==> src/design/nfrsa_pkg.sv <==
// Package: constants and state type of the nearest free run slot allocator.
`default_nettype none
package nfrsa_pkg;
  localparam int NUM_SLOTS = 1440;
  localparam int SLOT_W    = 11;
  localparam int LEN_W     = 12;
  localparam int GAP_W     = 8;
  localparam int EXT_W     = 13;
  localparam int WORD_W    = 32;
  localparam int WB        = $clog2(WORD_W);
  localparam int DEPTH     = (NUM_SLOTS + WORD_W - 1) / WORD_W;
  localparam int AW        = (DEPTH > 1) ? $clog2(DEPTH) : 1;
  localparam logic [GAP_W-1:0] GAP_RESET = GAP_W'(15);

  typedef enum logic [10:0] {
    S_CLR  = 11'b00000000001,
    S_IDLE = 11'b00000000010,
    S_DRD  = 11'b00000000100,
    S_DCK  = 11'b00000001000,
    S_BRD  = 11'b00000010000,
    S_BCK  = 11'b00000100000,
    S_FRD  = 11'b00001000000,
    S_FCK  = 11'b00010000000,
    S_SEL  = 11'b00100000000,
    S_MRD  = 11'b01000000000,
    S_MWR  = 11'b10000000000
  } state_t;
endpackage
`default_nettype wire

==> src/design/nfrsa_ram.sv <==
// Generic single-port RAM with registered read.
`default_nettype none
module nfrsa_ram #(
  parameter int WIDTH = 32,
  parameter int DEPTH = 64
) (
  input  wire logic                                     clk,
  input  wire logic                                     we,
  input  wire logic [((DEPTH > 1) ? $clog2(DEPTH) : 1)-1:0] addr,
  input  wire logic [WIDTH-1:0]                         wdata,
  output logic [WIDTH-1:0]                              rdata
);
  logic [WIDTH-1:0] mem [DEPTH];

  always_ff @(posedge clk) begin
    if (we) begin
      mem[addr] <= wdata;
    end
    rdata <= mem[addr];
  end
endmodule
`default_nettype wire

==> src/design/nearest_free_run_slot_allocator.sv <==
// Top level: nearest free run slot allocator.
// Usage:
//   Request channel: drive req_start and req_length with start high; the
//   request is taken at a rising edge where busy is low.
//   Configuration: gap_we with gap_slots writes the gap register (reset 15);
//   write only while idle.
//   Result channel: done is high for one cycle with placed, granted_start and
//   moved. The receiver cannot stall; results must be taken when shown.
// Operation: a request with zero effective length answers with done in the
//   cycle after it is taken. Otherwise the slot map is probed one slot at a
//   time through the single RAM port, each probe a read state then a check
//   state: the direct check, then the backward and forward scans if needed,
//   then a read-modify-write of the map for each reserved slot. One request
//   is handled at a time.
// Reset: rst clears control and then sweeps all DEPTH (45) words of the map
//   RAM to all free, one word per cycle, with busy high.
`default_nettype none
module nearest_free_run_slot_allocator (
  input  wire logic                          clk,
  input  wire logic                          rst,
  input  wire logic                          start,
  output logic                               busy,
  input  wire logic [nfrsa_pkg::SLOT_W-1:0]  req_start,
  input  wire logic [nfrsa_pkg::SLOT_W-1:0]  req_length,
  input  wire logic                          gap_we,
  input  wire logic [nfrsa_pkg::GAP_W-1:0]   gap_slots,
  output logic                               done,
  output logic                               placed,
  output logic [nfrsa_pkg::SLOT_W-1:0]       granted_start,
  output logic                               moved
);
  import nfrsa_pkg::*;

  localparam logic [EXT_W-1:0] N_EXT   = EXT_W'(NUM_SLOTS);
  localparam logic [EXT_W-1:0] LAST    = EXT_W'(NUM_SLOTS - 1);
  localparam logic [AW-1:0]    LAST_WD = AW'(DEPTH - 1);

  state_t            state;
  logic [GAP_W-1:0]  gap;
  logic [EXT_W-1:0]  s, i, back, fwd, mend, grant;
  logic [LEN_W-1:0]  e, run;
  logic              bfound, ffound;
  logic [AW-1:0]     clr_addr;

  logic              ram_we;
  logic [AW-1:0]     ram_addr;
  logic [WORD_W-1:0] ram_wdata, ram_rdata;
  logic              bit_free;
  logic [LEN_W-1:0]  run_inc;
  logic [LEN_W-1:0]  e_in;
  logic [EXT_W-1:0]  s_in, se, start_back, mend_raw;

  assign e_in       = LEN_W'(req_length) + LEN_W'(gap);
  assign s_in       = EXT_W'(req_start);
  assign se         = s + EXT_W'(e);
  assign start_back = (s > LAST) ? LAST : s;
  assign bit_free   = !ram_rdata[i[WB-1:0]];
  assign run_inc    = run + LEN_W'(1);
  assign busy       = (state != S_IDLE);

  always_comb begin
    ram_we    = 1'b0;
    ram_wdata = ram_rdata | (WORD_W'(1) << i[WB-1:0]);
    ram_addr  = AW'(i >> WB);
    unique case (state)
      S_CLR: begin
        ram_we    = 1'b1;
        ram_addr  = clr_addr;
        ram_wdata = '0;
      end
      S_MWR: ram_we = 1'b1;
      default: ;
    endcase
  end

  nfrsa_ram #(.WIDTH(WORD_W), .DEPTH(DEPTH)) u_map (
    .clk   (clk),
    .we    (ram_we),
    .addr  (ram_addr),
    .wdata (ram_wdata),
    .rdata (ram_rdata)
  );

  logic [EXT_W-1:0] grant_sel;
  logic             any_found;
  always_comb begin
    any_found = bfound || ffound;
    if (bfound && ffound) begin
      grant_sel = ((s - back) > (fwd - s)) ? fwd : back;
    end else if (bfound) begin
      grant_sel = back;
    end else begin
      grant_sel = fwd;
    end
    mend_raw = grant_sel + EXT_W'(e) + EXT_W'(gap);
  end

  always_ff @(posedge clk) begin
    if (rst) begin
      state    <= S_CLR;
      clr_addr <= '0;
      gap      <= GAP_RESET;
      done     <= 1'b0;
    end else begin
      done <= 1'b0;
      if (gap_we) begin
        gap <= gap_slots;
      end
      unique case (state)
        S_CLR: begin
          clr_addr <= clr_addr + AW'(1);
          if (clr_addr == LAST_WD) begin
            state <= S_IDLE;
          end
        end
        S_IDLE: begin
          if (start) begin
            s      <= s_in;
            e      <= e_in;
            run    <= '0;
            bfound <= 1'b0;
            ffound <= 1'b0;
            if (e_in == '0) begin
              done          <= 1'b1;
              placed        <= (s_in < N_EXT);
              granted_start <= (s_in < N_EXT) ? req_start : '0;
              moved         <= 1'b0;
            end else if (s_in + EXT_W'(e_in) <= N_EXT) begin
              i     <= s_in;
              state <= S_DRD;
            end else begin
              i     <= (s_in > LAST) ? LAST : s_in;
              state <= S_BRD;
            end
          end
        end
        S_DRD: state <= S_DCK;
        S_DCK: begin
          if (!bit_free) begin
            i     <= start_back;
            run   <= '0;
            state <= S_BRD;
          end else if (i == se - EXT_W'(1)) begin
            i     <= s;
            grant <= s;
            mend  <= ((se + EXT_W'(gap)) > N_EXT) ? N_EXT : se + EXT_W'(gap);
            state <= S_MRD;
          end else begin
            i     <= i + EXT_W'(1);
            state <= S_DRD;
          end
        end
        S_BRD: state <= S_BCK;
        S_BCK: begin
          if (bit_free && run_inc == e) begin
            back   <= i;
            bfound <= 1'b1;
          end
          if ((bit_free && run_inc == e) || i == '0) begin
            run <= '0;
            i   <= se;
            state <= (se < N_EXT) ? S_FRD : S_SEL;
          end else begin
            run   <= bit_free ? run_inc : '0;
            i     <= i - EXT_W'(1);
            state <= S_BRD;
          end
        end
        S_FRD: state <= S_FCK;
        S_FCK: begin
          if (bit_free && run_inc == e) begin
            fwd    <= i - EXT_W'(e) + EXT_W'(1);
            ffound <= 1'b1;
            state  <= S_SEL;
          end else if (i == LAST) begin
            state <= S_SEL;
          end else begin
            run   <= bit_free ? run_inc : '0;
            i     <= i + EXT_W'(1);
            state <= S_FRD;
          end
        end
        S_SEL: begin
          if (any_found) begin
            i     <= grant_sel;
            grant <= grant_sel;
            mend  <= (mend_raw > N_EXT) ? N_EXT : mend_raw;
            state <= S_MRD;
          end else begin
            done          <= 1'b1;
            placed        <= 1'b0;
            granted_start <= '0;
            moved         <= 1'b0;
            state         <= S_IDLE;
          end
        end
        S_MRD: state <= S_MWR;
        S_MWR: begin
          if (i + EXT_W'(1) == mend) begin
            done          <= 1'b1;
            placed        <= 1'b1;
            granted_start <= SLOT_W'(grant);
            moved         <= (grant != s);
            state         <= S_IDLE;
          end else begin
            state <= S_MRD;
          end
          i <= i + EXT_W'(1);
        end
        default: state <= S_IDLE;
      endcase
    end
  end
endmodule
`default_nettype wire
==> config.mk <==
export PLATFORM = sky130hd
export DESIGN_NAME = nearest_free_run_slot_allocator
export DESIGN_NICKNAME = d
export VERILOG_FILES = /design/src/design/nfrsa_pkg.sv /design/src/design/nfrsa_ram.sv /design/src/design/nearest_free_run_slot_allocator.sv
export SDC_FILE = /design/constraint.sdc
export NUM_CORES = 2
export LEC_CHECK = 0
export BUFFER_PORTS_ARGS = -buffer_cell sky130_fd_sc_hd__buf_2
export CAP_MARGIN = 0
export CELL_PAD_IN_SITES_DETAIL_PLACEMENT = 0
export CELL_PAD_IN_SITES_GLOBAL_PLACEMENT = 1
export CORE_UTILIZATION = 45
export DETAILED_ROUTE_END_ITERATION = 7
export MAX_ROUTING_LAYER = met4
export PLACE_DENSITY_LB_ADDON = 0.1
export RECOVER_POWER = 25
export SLEW_MARGIN = 20
export SYNTH_ARGS = -nofsm -noshare
export SYNTH_HDL_FRONTEND = slang
export SYNTH_SLANG_ARGS = --single-unit
==> constraint.sdc <==
create_clock -name clk -period 22.3 [get_ports clk]
set_clock_uncertainty 0.2 [all_clocks]
set_input_delay 2.23 -clock clk [delete_from_list [all_inputs] [get_ports clk]]
set_output_delay 2.23 -clock clk [all_outputs]
set_load 0.05 [all_outputs]
# Word level (Yosys, flattened, before mapping)
# Memory sizes are Yosys's and may differ from the RTL's. A register that Yosys moved wholly into a read port is not among the register bits.
# Cells that the tools add are included.
word_totals:
  regBits: 141
  ramBits: 1440
  out_inout_bits: 15
  n_memories: 1
memory_table:
  columns: ["memory", "depth", "word_bits", "read_ports", "rd_ports_with_merged_regs", "write_ports", "line_no", "text"]
  rows:
  - ["u_map.mem", 45, 32, 1, 1, 1, "nfrsa_ram.sv:13", "logic [WIDTH-1:0] mem [DEPTH];"]
classes:
  add_sub_neg: 15
  order_cmp: 9
  eq_ne: 32
  shift: 1
  n_mux: 75
  n_bitwise: 2
  reduce_logical: 24
ops:
  columns: ["operator", "count"]
  rows:
  - ["13-bit 2-to-1 mux", 18]
  - ["11-bit 2-to-1 mux", 11]
  - ["11-bit one-hot mux with 11 select lines", 1]
  - ["13-bit one-hot mux with 6 select lines", 1]
  - ["12-bit 2-to-1 mux", 6]
  - ["13-bit one-hot mux with 2 select lines", 2]
  - ["12-bit one-hot mux with 4 select lines", 1]
  - ["10-bit 2-to-1 mux", 4]
  - ["9-bit 2-to-1 mux", 4]
  - ["11-bit one-hot mux with 3 select lines", 1]
  - ["32-bit 2-to-1 mux", 1]
  - ["32-bit OR", 1]
  - ["1-bit by 5-bit left shift with 32-bit output, first input constant", 1]
  - ["2-bit inequality test, second input constant", 14]
  - ["11-bit by 12-bit adder with 13-bit output", 2]
  - ["13-bit by 1-bit adder with 13-bit output, second input constant", 2]
  - ["13-bit by 8-bit adder with 13-bit output", 2]
  - ["13-bit == test", 2]
  - ["13-bit by 11-bit > comparator with 1-bit output, second input constant", 2]
  - ["13-bit by 1-bit subtractor with 13-bit output, second input constant", 2]
  - ["11-bit > comparator, second input constant", 2]
  - ["1-bit 2-to-1 mux", 17]
  - ["13-bit by 12-bit adder with 13-bit output", 1]
  - ["13-bit by 11-bit == test with 1-bit output, second input constant", 1]
  - ["47 further kinds", 59]

# Logic depth before layout (Yosys ltp)
logic_depth:
  word_depth: 10
  depth_mapped: 37
  ltp_nobuf: 36

# By module
# Synthesis repeated with hierarchy kept, for this count alone.
unflattened:
  cells_unflattened: 4444
  hier_area_um2: 67853.8
modules_own_cells:
  columns: ["mod", "instances", "cells_each", "area_each_um2", "seq_area_each_um2"]
  rows:
  - ["nfrsa_ram", 1, 2993, 54686.2, 43882.1]
  - ["nearest_free_run_slot_allocator", 1, 1451, 13167.6, 3973.8]

# Least setup slack after synthesis
# No wires, ideal clock.
synth_timing:
  kind: "reg2reg"
  from: "register s[1]"
  to: "register mend[7] (data pin)"
  arrival_time_ns: 7.145
  required_time_ns: 21.843
  path_slack_ns: 14.698
  path_stages_with_launch: 37
  path_cell_list: "edfxtp_1 > inv_1 > fa_1 > nor2b_1 > o21ai_0 > a21boi_0 > o21ai_0 > a21boi_0 > o21ai_0 > a21boi_0 > o21ai_0 > nand2_1 > xor2_1 > ha_1 > a21o_1 > a21o_1 > a21oi_1 > nand2_1 > o21ai_0 > nand2_1 > clkbuf_1 > nand2_1 > o21ai_0 > fa_1 > ha_1 > inv_1 > fa_1 > nor2b_1 > o21ai_0 > a21oi_1 > o21ai_0 > a211oi_1 > o21a_1 > a21oi_1 > a211oi_1 > o211ai_1 > o22a_1"
synth_via:
  elab_chain_len: 10
  word_cells_on_any_way: 17
synth_lines:
  columns: ["element", "line_no", "text"]
  rows:
  - ["start: declaration", "nearest_free_run_slot_allocator.sv:40", "logic [EXT_W-1:0] s, i, back, fwd, mend, grant;"]
  - ["start signal: assignment", "nearest_free_run_slot_allocator.sv:118", "s <= s_in;"]
  - ["11-bit by 13-bit subtractor with 13-bit output / 13-bit by 11-bit subtractor with 13-bit output (equally long branches)", "nearest_free_run_slot_allocator.sv:89", "grant_sel = ((s - back) > (fwd - s)) ? fwd : back;"]
  - ["13-bit > comparator", "nearest_free_run_slot_allocator.sv:89", null]
  - ["13-bit 2-to-1 mux", "nearest_free_run_slot_allocator.sv:89", null]
  - ["13-bit 2-to-1 mux", "nearest_free_run_slot_allocator.sv:88", "if (bfound && ffound) begin"]
  - ["13-bit by 12-bit adder with 13-bit output", "nearest_free_run_slot_allocator.sv:95", "mend_raw = grant_sel + EXT_W'(e) + EXT_W'(gap);"]
  - ["13-bit by 8-bit adder with 13-bit output", "nearest_free_run_slot_allocator.sv:95", null]
  - ["13-bit by 11-bit > comparator with 1-bit output", "nearest_free_run_slot_allocator.sv:187", "mend <= (mend_raw > N_EXT) ? N_EXT : mend_raw;"]
  - ["13-bit 2-to-1 mux", "nearest_free_run_slot_allocator.sv:187", null]
  - ["13-bit 2-to-1 mux", "nearest_free_run_slot_allocator.sv:184", "if (any_found) begin"]
  - ["13-bit one-hot mux with 2 select lines (*)", "nearest_free_run_slot_allocator.sv:109", "unique case (state)"]
  - ["end signal: assignment", "nearest_free_run_slot_allocator.sv:146", "mend <= ((se + EXT_W'(gap)) > N_EXT) ? N_EXT : se + EXT_W'(gap);"]
  - ["end signal: assignment", "nearest_free_run_slot_allocator.sv:187", null]
  - ["end: declaration", "nearest_free_run_slot_allocator.sv:40", null]
# Mark *: on every way between the ends. The rest lies on a longest branch, timed or not. The select of a mux whose other input is x is not followed.
# A chain may end at the register's enable or synchronous reset.

# Final worst setup path
layout_timing:
  from: "register s[1]"
  to: "register mend[8] (data pin)"
# The elaborated chain is that of the path after synthesis.

==> run_summary.xml <==
<?xml version="1.0" encoding="UTF-8"?>
<metrics>
  <group name="global_routing">
    <metric name="grt_antenna_before_repair" unit="">3</metric>
    <metric name="track_usage" unit="">0.312</metric>
    <metric name="grt_start_max_net_pins" unit="">90</metric>
    <metric name="grt_pass1_wl" unit="µm">324000</metric>
    <metric name="first_global_vias" unit="">41719</metric>
    <metric name="grt_remaining_overflow" unit="">0</metric>
  </group>
  <group name="min_path">
    <metric name="min_from" unit="">state[4]</metric>
    <metric name="worst_hold_path.num_cells" unit="">2</metric>
    <metric name="timing.hold.worst.class" unit="">reg -&gt; reg</metric>
    <metric name="holdPathEnd" unit="">state[5]</metric>
  </group>
  <group name="final_layout">
    <metric name="syn_to_layout_area_delta" unit="%">13.2</metric>
    <metric name="fin_nets" unit="">4955</metric>
    <metric name="n_antenna_cell" unit="">0</metric>
    <metric name="drive_gt1_frac" unit="">0.119</metric>
    <metric name="utilization" unit="">0.516</metric>
  </group>
  <group name="routing">
    <metric name="final_antenna_net_count" unit="">0</metric>
    <metric name="drtIter0Drc" unit="">4786</metric>
    <metric name="dr_total_vias" unit="">43552</metric>
    <metric name="vias_per_cell" unit="">6.29</metric>
    <metric name="drcViolationCount" unit="">0</metric>
    <metric name="post_drt_wl_per_cell" unit="µm">33.4</metric>
    <metric name="wirelength" unit="µm">231000</metric>
    <metric name="first_pass_iters" unit="">6</metric>
  </group>
  <group name="synth">
    <metric name="synthArstFlopShare" unit="">0</metric>
    <metric name="post_synth_num_cell_types" unit="">102</metric>
    <metric name="synthesis.yosys.warnings" unit="">0</metric>
    <metric name="yosysMostFrequentCell" unit="">sky130_fd_sc_hd__edfxtp_1</metric>
    <metric name="synth-main-ff-cell" unit="">sky130_fd_sc_hd__edfxtp_1</metric>
    <metric name="synth_top_cells_by_count" unit="">sky130_fd_sc_hd__edfxtp_1, sky130_fd_sc_hd__nand2_1, sky130_fd_sc_hd__a21oi_1</metric>
    <metric name="synth_area_leader_cell" unit="">sky130_fd_sc_hd__edfxtp_1</metric>
    <metric name="post_synth_main_area_contributors" unit="">sky130_fd_sc_hd__edfxtp_1, sky130_fd_sc_hd__a22oi_1, sky130_fd_sc_hd__nand2_1</metric>
    <metric name="synth_top_area_share" unit="">0.690</metric>
    <metric name="post_synth_instance_area" unit="µm²">67700</metric>
    <metric name="netlist_instances" unit="">4673</metric>
    <metric name="flip_flop_and_latch_count_after_synthesis" unit="">1613</metric>
    <metric name="yosysSeqAreaShare" unit="">0.707</metric>
    <metric name="syn_area_per_cell" unit="µm²">14.5</metric>
    <metric name="number_of_enable_flip_flop_cells_after_synthesis" unit="">1555</metric>
  </group>
  <group name="worst_setup_path">
    <metric name="path_max_fanout" unit="">18</metric>
    <metric name="required_time_reported_for_the_critical_path_endpoint" unit="ns">22.65</metric>
    <metric name="cp_slowest_stage_delay" unit="ns">0.63</metric>
    <metric name="worstSetupPathType" unit="">reg -&gt; reg</metric>
    <metric name="crit_slowest_cell" unit="">sky130_fd_sc_hd__a2111oi_0</metric>
    <metric name="r2r-end" unit="">mend[8]</metric>
    <metric name="critical_path_arrival" unit="ns">9.87</metric>
    <metric name="worstRegToRegCells" unit="">32</metric>
    <metric name="timing.reg2reg.setup_slack" unit="ns">12.78</metric>
    <metric name="critical_path.startpoint_type" unit="">register</metric>
    <metric name="crit_top_cell" unit="">sky130_fd_sc_hd__o21ai_0</metric>
    <metric name="cp-end-kind" unit="">register</metric>
    <metric name="worst_r2r_startpoint" unit="">s[1]</metric>
  </group>
  <group name="floorplanning">
    <metric name="start_util" unit="">0.455</metric>
    <metric name="floorplan.die.height" unit="µm">390</metric>
    <metric name="design.core.area" unit="µm²">149000</metric>
    <metric name="die_area" unit="µm²">152000</metric>
    <metric name="site_row_count" unit="">141</metric>
    <metric name="pin_count" unit="">49</metric>
    <metric name="die_width" unit="µm">390</metric>
  </group>
  <group name="run_status">
    <metric name="violations" unit="">capacitance limit, slew limit</metric>
    <metric name="status" unit="">complete, but fails checks</metric>
  </group>
  <group name="run">
    <metric name="cap_viol_max_count" unit="">20</metric>
  </group>
  <group name="cts">
    <metric name="worstSkewPairLatency" unit="ns">0.81</metric>
    <metric name="maximum_level_of_the_cts_h_tree" unit="">4</metric>
    <metric name="worst_setup_hold_path_clk_slew" unit="ns">0.06</metric>
    <metric name="cts.repair_timing.setup_buffer_count" unit="">0</metric>
    <metric name="number_of_buffers_created_by_cts" unit="">168</metric>
    <metric name="total_of_hold_buffers_inserted_after_clock_tree_synthesis" unit="">0</metric>
    <metric name="cts-resized-gates" unit="">0</metric>
    <metric name="cts.sinks" unit="">1613</metric>
    <metric name="tritoncts" unit="">yes</metric>
    <metric name="clock_tree.root_cell" unit="">sky130_fd_sc_hd__clkbuf_16</metric>
    <metric name="clock_path_buffers" unit="">3</metric>
  </group>
  <group name="sta">
    <metric name="unrepaired_setup_endpoints_after_global_routing" unit="">no</metric>
    <metric name="final-max-slew-violation-count" unit="">771</metric>
    <metric name="fin_tns_setup" unit="ns">0</metric>
    <metric name="max_slew_margin" unit="">-0.878</metric>
    <metric name="report.final.setup_viol" unit="">0</metric>
    <metric name="final_cycle_utilization_of_the_critical_path" unit="">0.427</metric>
    <metric name="peak_clock_frequency_supported_by_timing" unit="MHz">105</metric>
    <metric name="timing.final.ws_setup" unit="ns">12.78</metric>
    <metric name="worst-slew-pin-transition" unit="ns">2.81</metric>
    <metric name="final.min_clock_period" unit="ns">9.52</metric>
    <metric name="final-hold-violation-count" unit="">0</metric>
  </group>
  <group name="power">
    <metric name="vdd_ir_drop_max" unit="µV">89.6</metric>
    <metric name="power_per_cell_area" unit="nW/µm²">109</metric>
    <metric name="power.static_leakage" unit="nW">25.4</metric>
  </group>
  <group name="place">
    <metric name="gp_congestion" unit="">0.940</metric>
    <metric name="port_buffers" unit="">48</metric>
    <metric name="dp_worst_setup_slack" unit="ns">12.88</metric>
    <metric name="place.detailed.hpwl" unit="µm">134000</metric>
  </group>
</metrics>
[critical path: cells and delay by family, from the launching register on]
| family | cells | cell delay, ns |
|---|---|---|
| AOI/OAI and AO/OA | 22 | 5.74 |
| xor gates and xnor gates | 1 | 0.16 |
| adders and majority gates | 4 | 1.56 |
| buffers and inverters | 1 | 0.21 |
| DFF | 1 | 0.59 |
| and+or+nand+nor | 4 | 0.80 |
[power breakdown]
part           total [mW]  internal, mW  switching (mW)
Sequential           3.68          3.62          0.0652
Clock                2.78          1.58            1.20
Combinational        1.86         0.492            1.37
Total                8.32          5.69            2.63
[worst max-delay path by stage]
| stage | start | end |
|---|---|---|
| detailed placement | s[1] | mend[8] |
| global route | s[1] | mend[8] |
| global placement | s[1] | mend[8] |
| finish | s[1] | mend[8] |
| CTS | s[1] | mend[8] |
| floorplan | s[1] | mend[7] |
[logic make-up after synthesis]
logic type	Yosys count	share of synthesized area
compound gates	1282	0.129
xor+xnor	146	0.0205
fa+ha+maj	139	0.0275
buf+inv	366	0.0221
flops	1613	0.707
mux	100	0.0259
other cells	1	0.0000554
simple gates	1026	0.0671
[metrics by stage]
step / hold WS (ns) / power (mW) / cells / instance area (µm²)
after detailed placement: 0.284 / 5.58 / 6608 / 71200
after floorplan: 0.228 / 4.71 / 4674 / 67700
after CTS: 0.299 / 8.33 / 6917 / 76700
final: 0.302 / 8.32 / 6923 / 76600
after global routing: 0.343 / 8.55 / 6923 / 76600
after global placement: 0.281 / 5.57 / 6607 / 71200
[metal layers]
layer	GRT usage	wire [µm]
met2	0.479	108000
met1	0.419	95300
met4	0.129	10300
met3	0.0433	17400
met5	-	0
[registers in the layout, indices dropped and copies added, names as in the netlist, 6 cells and up]
| signal | flops |
|---|---|
| state | 11 |
| run | 12 |
| clr_addr | 6 |
| fwd | 13 |
| e | 12 |
| u_map.mem | 1440 |
| gap | 8 |
| s | 11 |
| i | 13 |
| granted_start | 11 |
| grant | 13 |
| u_map.rdata | 32 |
| mend | 13 |
| back | 13 |
[cells in the final DEF (no fill, tap or decap), drive strengths merged, types with 36 or more instances in the layout]
| cell | n |
|---|---|
| a211oi | 79 |
| a21oi | 311 |
| a221oi | 68 |
| a22oi | 299 |
| a31oi | 45 |
| buf | 159 |
| clkbuf | 272 |
| clkinv | 61 |
| dfxtp | 58 |
| edfxtp | 1555 |
| ha | 123 |
| inv | 108 |
| mux4 | 57 |
| nand2 | 531 |
| nand3 | 62 |
| nor2 | 208 |
| nor3 | 51 |
| o21ai | 163 |
| o22ai | 36 |
| xnor2 | 81 |
| xor2 | 58 |
[layout make-up]
| cell class | count | area, µm² |
|---|---|---|
| fillers | 12572 | 71900 |
| flip-flops and latches | 1613 | 47900 |
| multi-input cells | 2695 | 19000 |
| clock buffers | 234 | 4710 |
| well taps | 2002 | 2500 |
| repair buffers | 197 | 1460 |
| clock inverters | 75 | 728 |
| inverters | 107 | 402 |
(Power assumes the default switching activity.)
